## config.mk

```make
export PLATFORM = sky130hd
export DESIGN_NAME = pulse_interval_to_rate_display_core
export DESIGN_NICKNAME = d
export VERILOG_FILES = /design/src/rtl/pird_pkg.sv /design/src/rtl/pird_div_stage.sv /design/src/rtl/pird_digits.sv /design/src/rtl/pulse_interval_to_rate_display_core.sv
export SDC_FILE = /design/constraint.sdc
export NUM_CORES = 2
export LEC_CHECK = 0
export ABC_AREA = 1
export BUFFER_PORTS_ARGS = -buffer_cell sky130_fd_sc_hd__buf_2
export CORE_MARGIN = 2
export CORE_UTILIZATION = 59
export DETAILED_ROUTE_END_ITERATION = 10
export GPL_ROUTABILITY_DRIVEN = 0
export GPL_TIMING_DRIVEN = 0
export PLACE_DENSITY = 0.76
export SYNTH_ARGS = -nofsm -noshare
export SYNTH_HDL_FRONTEND = slang
export SYNTH_SLANG_ARGS = --single-unit
```

## constraint.sdc

```tcl
create_clock -name i_clk -period 8.2 [get_ports i_clk]
set_input_delay 2.46 -clock i_clk [delete_from_list [all_inputs] [get_ports i_clk]]
set_output_delay 2.46 -clock i_clk [all_outputs]
set_load 0.02 [all_outputs]
```

## src/rtl/pird_pkg.sv

```systemverilog
// Shared types, widths, constants and register indexes of the beat rate display core.
package pird_pkg;

    localparam int TICKS_W  = 16;
    localparam int FACTOR_W = 24;
    localparam int QUOT_W   = 24;
    localparam int LIMIT_W  = 8;
    localparam int PROD_W   = LIMIT_W + TICKS_W;
    localparam int RATE_W   = 16;
    localparam int CHAR_W   = 8;
    localparam int DIGIT_W  = 4;
    localparam int CFG_IDX_W = 2;
    localparam int IN_DATA_W  = 16;
    localparam int OUT_DATA_W = 48;

    localparam int DIV_BITS = 3;

    localparam logic [CFG_IDX_W-1:0] CFG_RATE_FACTOR = 2'd0;
    localparam logic [CFG_IDX_W-1:0] CFG_LOW_LIMIT   = 2'd1;
    localparam logic [CFG_IDX_W-1:0] CFG_HIGH_LIMIT  = 2'd2;

    localparam logic [FACTOR_W-1:0] RESET_RATE_FACTOR = 24'd1875000;
    localparam logic [LIMIT_W-1:0]  RESET_LOW_LIMIT   = 8'd40;
    localparam logic [LIMIT_W-1:0]  RESET_HIGH_LIMIT  = 8'd180;

    localparam logic [RATE_W-1:0] RATE_SAT    = 16'hFFFF;
    localparam logic [QUOT_W-1:0] DISPLAY_MAX = 24'd999;

    localparam logic [CHAR_W-1:0] ASCII_ZERO  = 8'h30;
    localparam logic [CHAR_W-1:0] ASCII_SPACE = 8'h20;
    localparam logic [CHAR_W-1:0] ASCII_E     = 8'h45;
    localparam logic [CHAR_W-1:0] ASCII_R     = 8'h52;

    // floor(v / 100) = (v * 41) >> 12 for v < 1000
    localparam logic [15:0] HUND_RECIP = 16'd41;
    localparam int          HUND_SHIFT = 12;
    localparam logic [9:0]  HUND_VAL   = 10'd100;
    // floor(r / 10) = (r * 205) >> 11 for r < 100
    localparam logic [14:0] TEN_RECIP  = 15'd205;
    localparam int          TEN_SHIFT  = 11;
    localparam logic [6:0]  TEN_VAL    = 7'd10;

    typedef struct packed {
        logic [TICKS_W-1:0] rem;
        logic [QUOT_W-1:0]  nq;
        logic [TICKS_W-1:0] den;
        logic               zero;
        logic               oor;
    } t_div_s;

    typedef struct packed {
        logic [RATE_W-1:0] rate;
        logic [CHAR_W-1:0] ch_hund;
        logic [CHAR_W-1:0] ch_tens;
        logic [CHAR_W-1:0] ch_ones;
        logic              oor;
        logic              err;
    } t_res_s;

endpackage

```

## src/rtl/pird_div_stage.sv

```systemverilog
// One stage of the pipelined restoring divider, P_STEP_BITS quotient bits per stage.
module pird_div_stage #(
    parameter int P_STEP_BITS = pird_pkg::DIV_BITS
) (
    input  logic              i_clk,
    input  logic              i_rst_n,
    input  logic              i_valid,
    output logic              o_ready,
    input  pird_pkg::t_div_s  i_data,
    output logic              o_valid,
    input  logic              i_ready,
    output pird_pkg::t_div_s  o_data
);

    logic             r_valid;
    pird_pkg::t_div_s r_data;
    pird_pkg::t_div_s n_data;

    always_comb begin
        logic [pird_pkg::TICKS_W:0] v_trial;
        logic [pird_pkg::TICKS_W:0] v_diff;
        pird_pkg::t_div_s           v_d;
        v_d = i_data;
        for (int k = 0; k < P_STEP_BITS; k++) begin
            v_trial = {v_d.rem, v_d.nq[pird_pkg::QUOT_W-1]};
            v_diff  = v_trial - {1'b0, v_d.den};
            v_d.nq  = {v_d.nq[pird_pkg::QUOT_W-2:0], 1'b0};
            if (v_trial >= {1'b0, v_d.den}) begin
                v_d.rem   = v_diff[pird_pkg::TICKS_W-1:0];
                v_d.nq[0] = 1'b1;
            end else begin
                v_d.rem = v_trial[pird_pkg::TICKS_W-1:0];
            end
        end
        n_data = v_d;
    end

    assign o_ready = !r_valid || i_ready;
    assign o_valid = r_valid;
    assign o_data  = r_data;

    always_ff @(posedge i_clk) begin
        if (!i_rst_n) begin
            r_valid <= 1'b0;
        end else if (o_ready) begin
            r_valid <= i_valid;
        end
    end

    always_ff @(posedge i_clk) begin
        if (o_ready && i_valid) begin
            r_data <= n_data;
        end
    end

endmodule

```

## src/rtl/pird_digits.sv

```systemverilog
// Saturation, error test and two-stage decimal split into display characters.
module pird_digits (
    input  logic              i_clk,
    input  logic              i_rst_n,
    input  logic              i_valid,
    output logic              o_ready,
    input  pird_pkg::t_div_s  i_data,
    output logic              o_valid,
    input  logic              i_ready,
    output pird_pkg::t_res_s  o_data
);

    logic                           r_x_valid;
    logic [pird_pkg::RATE_W-1:0]    r_x_rate;
    logic                           r_x_err;
    logic                           r_x_oor;
    logic [pird_pkg::DIGIT_W-1:0]   r_x_hund;
    logic [6:0]                     r_x_rest;
    logic                           r_y_valid;
    pird_pkg::t_res_s               r_y_data;

    logic [pird_pkg::QUOT_W-1:0]    w_quot;
    logic [9:0]                     w_q10;
    logic [15:0]                    w_h_prod;
    logic [pird_pkg::DIGIT_W-1:0]   w_hund;
    logic [9:0]                     w_rest10;
    logic [pird_pkg::RATE_W-1:0]    n_x_rate;
    logic                           n_x_err;
    logic [14:0]                    w_t_prod;
    logic [pird_pkg::DIGIT_W-1:0]   w_tens;
    logic [6:0]                     w_ones7;
    logic [pird_pkg::DIGIT_W-1:0]   w_ones;
    pird_pkg::t_res_s               n_y_data;
    logic                           w_x_ready;
    logic                           w_y_ready;

    assign w_quot   = i_data.nq;
    assign w_q10    = w_quot[9:0];
    assign w_h_prod = {6'd0, w_q10} * pird_pkg::HUND_RECIP;
    assign w_hund   = w_h_prod[pird_pkg::HUND_SHIFT +: pird_pkg::DIGIT_W];
    assign w_rest10 = w_q10 - ({6'd0, w_hund} * pird_pkg::HUND_VAL);
    assign n_x_rate = i_data.zero ? '0 :
                      (w_quot > {8'd0, pird_pkg::RATE_SAT}) ? pird_pkg::RATE_SAT :
                      w_quot[pird_pkg::RATE_W-1:0];
    assign n_x_err  = i_data.zero || (w_quot > pird_pkg::DISPLAY_MAX);

    assign w_t_prod = {8'd0, r_x_rest} * pird_pkg::TEN_RECIP;
    assign w_tens   = w_t_prod[pird_pkg::TEN_SHIFT +: pird_pkg::DIGIT_W];
    assign w_ones7  = r_x_rest - ({3'd0, w_tens} * pird_pkg::TEN_VAL);
    assign w_ones   = w_ones7[pird_pkg::DIGIT_W-1:0];

    always_comb begin
        n_y_data.rate = r_x_rate;
        n_y_data.oor  = r_x_oor;
        n_y_data.err  = r_x_err;
        if (r_x_err) begin
            n_y_data.ch_hund = pird_pkg::ASCII_E;
            n_y_data.ch_tens = pird_pkg::ASCII_R;
            n_y_data.ch_ones = pird_pkg::ASCII_R;
        end else begin
            n_y_data.ch_hund = (r_x_hund == '0) ? pird_pkg::ASCII_SPACE :
                               (pird_pkg::ASCII_ZERO | {4'd0, r_x_hund});
            n_y_data.ch_tens = (r_x_hund == '0 && w_tens == '0) ? pird_pkg::ASCII_SPACE :
                               (pird_pkg::ASCII_ZERO | {4'd0, w_tens});
            n_y_data.ch_ones = pird_pkg::ASCII_ZERO | {4'd0, w_ones};
        end
    end

    assign w_y_ready = !r_y_valid || i_ready;
    assign w_x_ready = !r_x_valid || w_y_ready;
    assign o_ready   = w_x_ready;
    assign o_valid   = r_y_valid;
    assign o_data    = r_y_data;

    always_ff @(posedge i_clk) begin
        if (!i_rst_n) begin
            r_x_valid <= 1'b0;
            r_y_valid <= 1'b0;
        end else begin
            if (w_x_ready) begin
                r_x_valid <= i_valid;
            end
            if (w_y_ready) begin
                r_y_valid <= r_x_valid;
            end
        end
    end

    always_ff @(posedge i_clk) begin
        if (w_x_ready && i_valid) begin
            r_x_rate <= n_x_rate;
            r_x_err  <= n_x_err;
            r_x_oor  <= i_data.oor;
            r_x_hund <= w_hund;
            r_x_rest <= w_rest10[6:0];
        end
        if (w_y_ready && r_x_valid) begin
            r_y_data <= n_y_data;
        end
    end

endmodule

```

## src/rtl/pulse_interval_to_rate_display_core.sv

```systemverilog
// Top level of the beat interval to rate display core: config, limit test, divider, digits.
//
// channel   direction  handshake                  payload
// s_axis    in         tvalid/tready              tdata[15:0] interval_ticks
// m_axis    out        tvalid/tready              tdata: rate, three chars, oor, err
// cfg       in         we (no wait, no read-back) addr 0 factor, 1 low, 2 high limit
//
// One request per cycle while the output is not stalled; each request passes through the
// A and B registers, the pipelined restoring divider stages and the digit registers X and Y.
// Reset clears all stage valid bits and loads the configuration reset values.
// Each stage holds its request while the stage after it is full and stalled.
module pulse_interval_to_rate_display_core #(
    parameter int P_DIV_BITS = pird_pkg::DIV_BITS
) (
    input  logic                                i_clk,
    input  logic                                i_rst_n,
    input  logic                                i_s_axis_tvalid,
    output logic                                o_s_axis_tready,
    // [15:0] interval_ticks
    input  logic [pird_pkg::IN_DATA_W-1:0]      i_s_axis_tdata,
    output logic                                o_m_axis_tvalid,
    input  logic                                i_m_axis_tready,
    // [15:0] rate_bpm, [23:16] char_hundreds, [31:24] char_tens, [39:32] char_ones,
    // [40] out_of_range, [41] reading_error, [47:42] zero
    output logic [pird_pkg::OUT_DATA_W-1:0]     o_m_axis_tdata,
    input  logic                                i_cfg_we,
    input  logic [pird_pkg::CFG_IDX_W-1:0]      i_cfg_addr,
    input  logic [pird_pkg::FACTOR_W-1:0]       i_cfg_wdata
);

    localparam int DIV_STAGES = pird_pkg::QUOT_W / P_DIV_BITS;

    logic [pird_pkg::FACTOR_W-1:0] r_factor;
    logic [pird_pkg::LIMIT_W-1:0]  r_low;
    logic [pird_pkg::LIMIT_W-1:0]  r_high;

    logic                          r_a_valid;
    logic [pird_pkg::TICKS_W-1:0]  r_a_ticks;
    logic [pird_pkg::FACTOR_W-1:0] r_a_factor;
    logic [pird_pkg::PROD_W-1:0]   r_a_lo;
    logic [pird_pkg::PROD_W-1:0]   r_a_hi;
    logic                          r_b_valid;
    pird_pkg::t_div_s              r_b_data;
    pird_pkg::t_div_s              n_b_data;

    logic                          w_a_ready;
    logic                          w_b_ready;
    logic                          w_vld [0:DIV_STAGES];
    logic                          w_rdy [0:DIV_STAGES];
    pird_pkg::t_div_s              w_div [0:DIV_STAGES];
    pird_pkg::t_res_s              w_res;

    always_ff @(posedge i_clk) begin
        if (!i_rst_n) begin
            r_factor <= pird_pkg::RESET_RATE_FACTOR;
            r_low    <= pird_pkg::RESET_LOW_LIMIT;
            r_high   <= pird_pkg::RESET_HIGH_LIMIT;
        end else if (i_cfg_we) begin
            unique case (i_cfg_addr)
                pird_pkg::CFG_RATE_FACTOR: r_factor <= i_cfg_wdata;
                pird_pkg::CFG_LOW_LIMIT:   r_low    <= i_cfg_wdata[pird_pkg::LIMIT_W-1:0];
                pird_pkg::CFG_HIGH_LIMIT:  r_high   <= i_cfg_wdata[pird_pkg::LIMIT_W-1:0];
                default: ;
            endcase
        end
    end

    assign w_b_ready       = !r_b_valid || w_rdy[0];
    assign w_a_ready       = !r_a_valid || w_b_ready;
    assign o_s_axis_tready = w_a_ready;

    always_comb begin
        n_b_data.rem  = '0;
        n_b_data.nq   = r_a_factor;
        n_b_data.den  = r_a_ticks;
        n_b_data.zero = (r_a_ticks == '0);
        n_b_data.oor  = (r_a_ticks == '0) || (r_a_factor < r_a_lo) || (r_a_factor > r_a_hi);
    end

    always_ff @(posedge i_clk) begin
        if (!i_rst_n) begin
            r_a_valid <= 1'b0;
            r_b_valid <= 1'b0;
        end else begin
            if (w_a_ready) begin
                r_a_valid <= i_s_axis_tvalid;
            end
            if (w_b_ready) begin
                r_b_valid <= r_a_valid;
            end
        end
    end

    always_ff @(posedge i_clk) begin
        if (w_a_ready && i_s_axis_tvalid) begin
            r_a_ticks  <= i_s_axis_tdata[pird_pkg::TICKS_W-1:0];
            r_a_factor <= r_factor;
            r_a_lo     <= {{pird_pkg::TICKS_W{1'b0}}, r_low} *
                          {{pird_pkg::LIMIT_W{1'b0}}, i_s_axis_tdata[pird_pkg::TICKS_W-1:0]};
            r_a_hi     <= {{pird_pkg::TICKS_W{1'b0}}, r_high} *
                          {{pird_pkg::LIMIT_W{1'b0}}, i_s_axis_tdata[pird_pkg::TICKS_W-1:0]};
        end
        if (w_b_ready && r_a_valid) begin
            r_b_data <= n_b_data;
        end
    end

    assign w_vld[0] = r_b_valid;
    assign w_div[0] = r_b_data;

    for (genvar g = 0; g < DIV_STAGES; g++) begin : g_div
        pird_div_stage #(
            .P_STEP_BITS (P_DIV_BITS)
        ) u_stage (
            .i_clk   (i_clk),
            .i_rst_n (i_rst_n),
            .i_valid (w_vld[g]),
            .o_ready (w_rdy[g]),
            .i_data  (w_div[g]),
            .o_valid (w_vld[g+1]),
            .i_ready (w_rdy[g+1]),
            .o_data  (w_div[g+1])
        );
    end

    pird_digits u_digits (
        .i_clk   (i_clk),
        .i_rst_n (i_rst_n),
        .i_valid (w_vld[DIV_STAGES]),
        .o_ready (w_rdy[DIV_STAGES]),
        .i_data  (w_div[DIV_STAGES]),
        .o_valid (o_m_axis_tvalid),
        .i_ready (i_m_axis_tready),
        .o_data  (w_res)
    );

    assign o_m_axis_tdata = {6'd0, w_res.err, w_res.oor, w_res.ch_ones, w_res.ch_tens,
                             w_res.ch_hund, w_res.rate};

    a_err_shows_err: assert property (@(posedge i_clk) disable iff (!i_rst_n)
        (o_m_axis_tvalid && o_m_axis_tdata[41]) |->
        (o_m_axis_tdata[23:16] == pird_pkg::ASCII_E && o_m_axis_tdata[31:24] == pird_pkg::ASCII_R
         && o_m_axis_tdata[39:32] == pird_pkg::ASCII_R))
        else $error("error reading without ERR display");

    a_ok_in_range: assert property (@(posedge i_clk) disable iff (!i_rst_n)
        (o_m_axis_tvalid && !o_m_axis_tdata[41]) |-> (o_m_axis_tdata[15:0] <= 16'd999))
        else $error("displayed rate above 999");

    a_zero_oor: assert property (@(posedge i_clk) disable iff (!i_rst_n)
        (o_m_axis_tvalid && o_m_axis_tdata[41] && o_m_axis_tdata[15:0] == '0) |->
        o_m_axis_tdata[40])
        else $error("zero interval without out_of_range");

    a_empty_ready: assert property (@(posedge i_clk) disable iff (!i_rst_n)
        !o_m_axis_tvalid |-> o_s_axis_tready)
        else $error("input stalled while output is empty");

endmodule
```

==> summary.txt <==
Clock latency on the worst-skew pair - 0.65 ns
Initial DRT Pass Iterations - 8
Final setup violating endpoints - 0
Number of instances in the placed design - 8101
TritonCTS clock tree - built
Kind of critical path - primary input to primary output
Endpoint of the worst hold-timing path - g_div[3].u_stage.o_data[40]
Hold crit path type - register to register
Reg clk slew, reported paths - 0.06 ns
Non-filler instance count after layout - 8241
Number of antenna cells inserted - 0
Via count of the first global-routing pass - 45338
RSZ-0062 raised after global routing - no
Largest net degree at the start of global routing - 45
Worst IR Drop VDD - 0.167 mV
Fraction of the mapped netlist area in compound gates - 8.57%
Post-synthesis area per instance - 8.26 µm²
Maximum clock path buffer count - 3
Final Routed Wirelength - 146000 µm
CP max FO - 3
Dominant combinational cell family by area after synthesis - simple AND/OR/NAND/NOR gates
Simple-Gate Fraction of Synth Area - 21.9%
Overall via count from detail_route - 46396
IO Pins - 97
Detail Placement HPWL - 117000 µm
Number of maximum-capacitance violations - 0
Post-CTS Repair Setup Buffers - 0
Register area share after synthesis - 35.6%
Overall global routing resource usage - 29.9%
Final standard cell utilization of the core - 64.9%
First-pass GRT wire length - 232000 µm
Total global routing overflow - 0
Average via count per standard cell - 5.63
Die height - 311 µm
Total of cells resized after clock tree synthesis - 0
Relative slew slack - 21.6%
Post-synth top area cell - edfxtp_1
Leading cell type in the layout, fill and taps excluded - nand2_1
Worst Reg2Reg Path Length in Cells - 38
Die X - 311 µm
Pins Over Slew Limit - 0
Total Die Area - 96900 µm²
Cell Rows - 112
Commonest non-fill, non-tap cells in the layout - nand2_1 (1869), inv_1 (1069), edfxtp_1 (626)
Post-Synthesis Cells - 6741
Xor and xnor area share after synthesis - 4.78%
CP endpoint kind - primary output
Clk sink count - 678
Top cells by area in the synthesized netlist - edfxtp_1 (34%), ha_1 (13%), nand2_1 (13%)
Number of buffers added on ports - 85
RR Startpoint - g_div[4].u_stage.o_data[6]
Fmax - 0.131 GHz
Post-route clock period utilization - 92.8%
Share of cell area taken by muxes after synthesis - 0%
Setup slack on the worst flop-to-flop path - 1.31 ns
Data arrival at the endpoint of the critical path - 5.15 ns
Number of nets with antenna violations after detailed routing - 0
Fin crit period - 7.61 ns
Run status - complete, no violations
Number of buffers added to fix hold violations after cts - 0
Final layout net count - 7753
Buffer type at the clock tree root - clkbuf_16
Hold path start - g_div[2].u_stage.o_data[37]
TritonCTS Buffers - 75
Kind of start point of the critical path - primary input
Flops & latches, synth - 678
Adder-cell share of the synthesized area - 20.3%
Power density over the cells - 174 nW/µm²
Area growth from synthesis to final layout - 8.83%
Placeable core area - 93500 µm²
Hold Fails Final Rpt - 0
Starting Density - 59.6%
Share of cells above drive strength 1 - 6.23%
Htree depth - 3
Average wire per standard cell - 17.7 µm
Number of DRC markers after the initial detailed-route iteration - 4070
Initial antenna violation count - 2
Hold path cells - 0
Worst hold slack - 0.395 ns
Synth cell types - 68
Portion of synthesized cell area occupied by the leading cell type - 33.7%
Worst EP required - 5.74 ns
Combined area of all synthesized cells - 55700 µm²
DRC violation count after routing - 0
Clock skew after layout - 0.0299 ns
Worst slew pin tran - 1.17 ns
Leakage dissipation - 0.0299 µW
Synthesis Warnings - 0
Endpoint of the worst register-to-register path - g_div[5].u_stage.o_data[48]
## cell usage after synthesis, drive strengths merged
| library cell | count |
|---|---|
| a211oi | 9 |
| a21boi | 18 |
| a21o | 39 |
| a21oi | 385 |
| a221oi | 2 |
| a31o | 2 |
| a31oi | 35 |
| a41oi | 1 |
| and2 | 12 |
| and3 | 5 |
| buf | 69 |
| clkbuf | 84 |
| conb | 2 |
| dfxtp | 52 |
| edfxtp | 626 |
| fa | 204 |
| ha | 578 |
| inv | 1084 |
| nand2 | 1922 |
| nand3 | 405 |
| nand3b | 24 |
| nand4 | 40 |
| nor2 | 386 |
| nor3 | 42 |
| nor3b | 1 |
| nor4 | 22 |
| nor4b | 1 |
| o2111ai | 7 |
| o211ai | 12 |
| o21a | 18 |
| o21ai | 304 |
| o21bai | 22 |
| o221ai | 2 |
| o311ai | 1 |
| o31ai | 1 |
| o41ai | 1 |
| or2 | 18 |
| or3 | 1 |
| xnor2 | 139 |
| xor2 | 165 |
## layout make-up
class / count / area, µm²
clock inverter: 36 / 394
fill: 7731 / 32800
sequential: 678 / 19800
inverter: 1084 / 4070
multi-input combinational: 4834 / 31000
clock buffer: 104 / 2170
timing repair buffer: 98 / 703
buffer: 153 / 857
tap: 1254 / 1570
## critical path, stage by stage
cell and delay, ns:
buf_2 0.10, nor2_2 0.16, nand2_1 0.13, nor2_1 0.27, nand2_1 0.14, nor2_2 0.20
nand2_1 0.20, nor2_1 0.28, nand2_1 0.13, nor2_2 0.35, nand2_1 0.19, nor2_2 0.24
nand2_1 0.10, buf_2 0.17
## power breakdown
group | total (µW) | internal [µW] | switching, µW | leakage, µW
combinational | 2960 | 1100 | 1860 | 0.0225
sequential | 4080 | 4010 | 63.7 | 0.00613
clock | 3490 | 2060 | 1430 | 0.00125
## logic make-up after synthesis
family                     Yosys count
xor gates and xnor gates           304
DFF                                678
other                                2
adders and majority gates          782
AOI/OAI and AO/OA                  859
and+or+nand+nor                   2879
buffers and inverters             1237
## layer usage
metal	global-route usage [%]	wire length, µm	up-vias	part of all wire [%]
li1	-	-	22382	-
met1	36.3	56400	21512	39
met2	50.8	69400	1982	47
met3	3.70	10400	518	7.1
met4	18.4	9970	2	6.8
met5	0	18	-	0.012
## sequential cells by signal (all words and copies together) (netlist names), 16 cells and up
| signal | flops |
|---|---|
| u_digits.r_x_rate | 16 |
| r_a_factor | 24 |
| g_div.u_stage.o_data | 432 |
| r_a_lo | 24 |
| r_a_ticks | 16 |
| u_digits.o_data | 35 |
| r_factor | 24 |
| r_b_data | 42 |
| r_a_hi | 24 |
## through the flow
step | total power, µW | instance area (µm²) | TNS, ns | worst slack, ns
after detailed placement | 7050 | 58100 | 0 | 0.479
after CTS | 10500 | 60600 | 0 | 0.666
after global routing | 11100 | 60600 | 0 | 0.315
after floorplan | 6340 | 55700 | 0 | 0.217
after global placement | 6940 | 57700 | -162.08 | -1.86
final | 10500 | 60600 | 0 | 0.589
## how the worst max path moves through the flow
stage                       start         endpoint  slack [ns]  cells past startpoint
2_1_floorplan     i_m_axis_tready    r_a_factor[0]        0.22                     12
3_3_place_gp      i_m_axis_tready       r_a_lo[20]       -1.86                     13
3_5_place_dp   i_s_axis_tdata[10]       r_a_hi[22]        0.48                     17
4_1_cts           i_m_axis_tready  o_s_axis_tready        0.67                     14
5_1_grt           i_m_axis_tready  o_s_axis_tready        0.31                     14
6_report          i_m_axis_tready  o_s_axis_tready        0.59                     14
No activity file was read; power rests on OpenSTA's default activity.
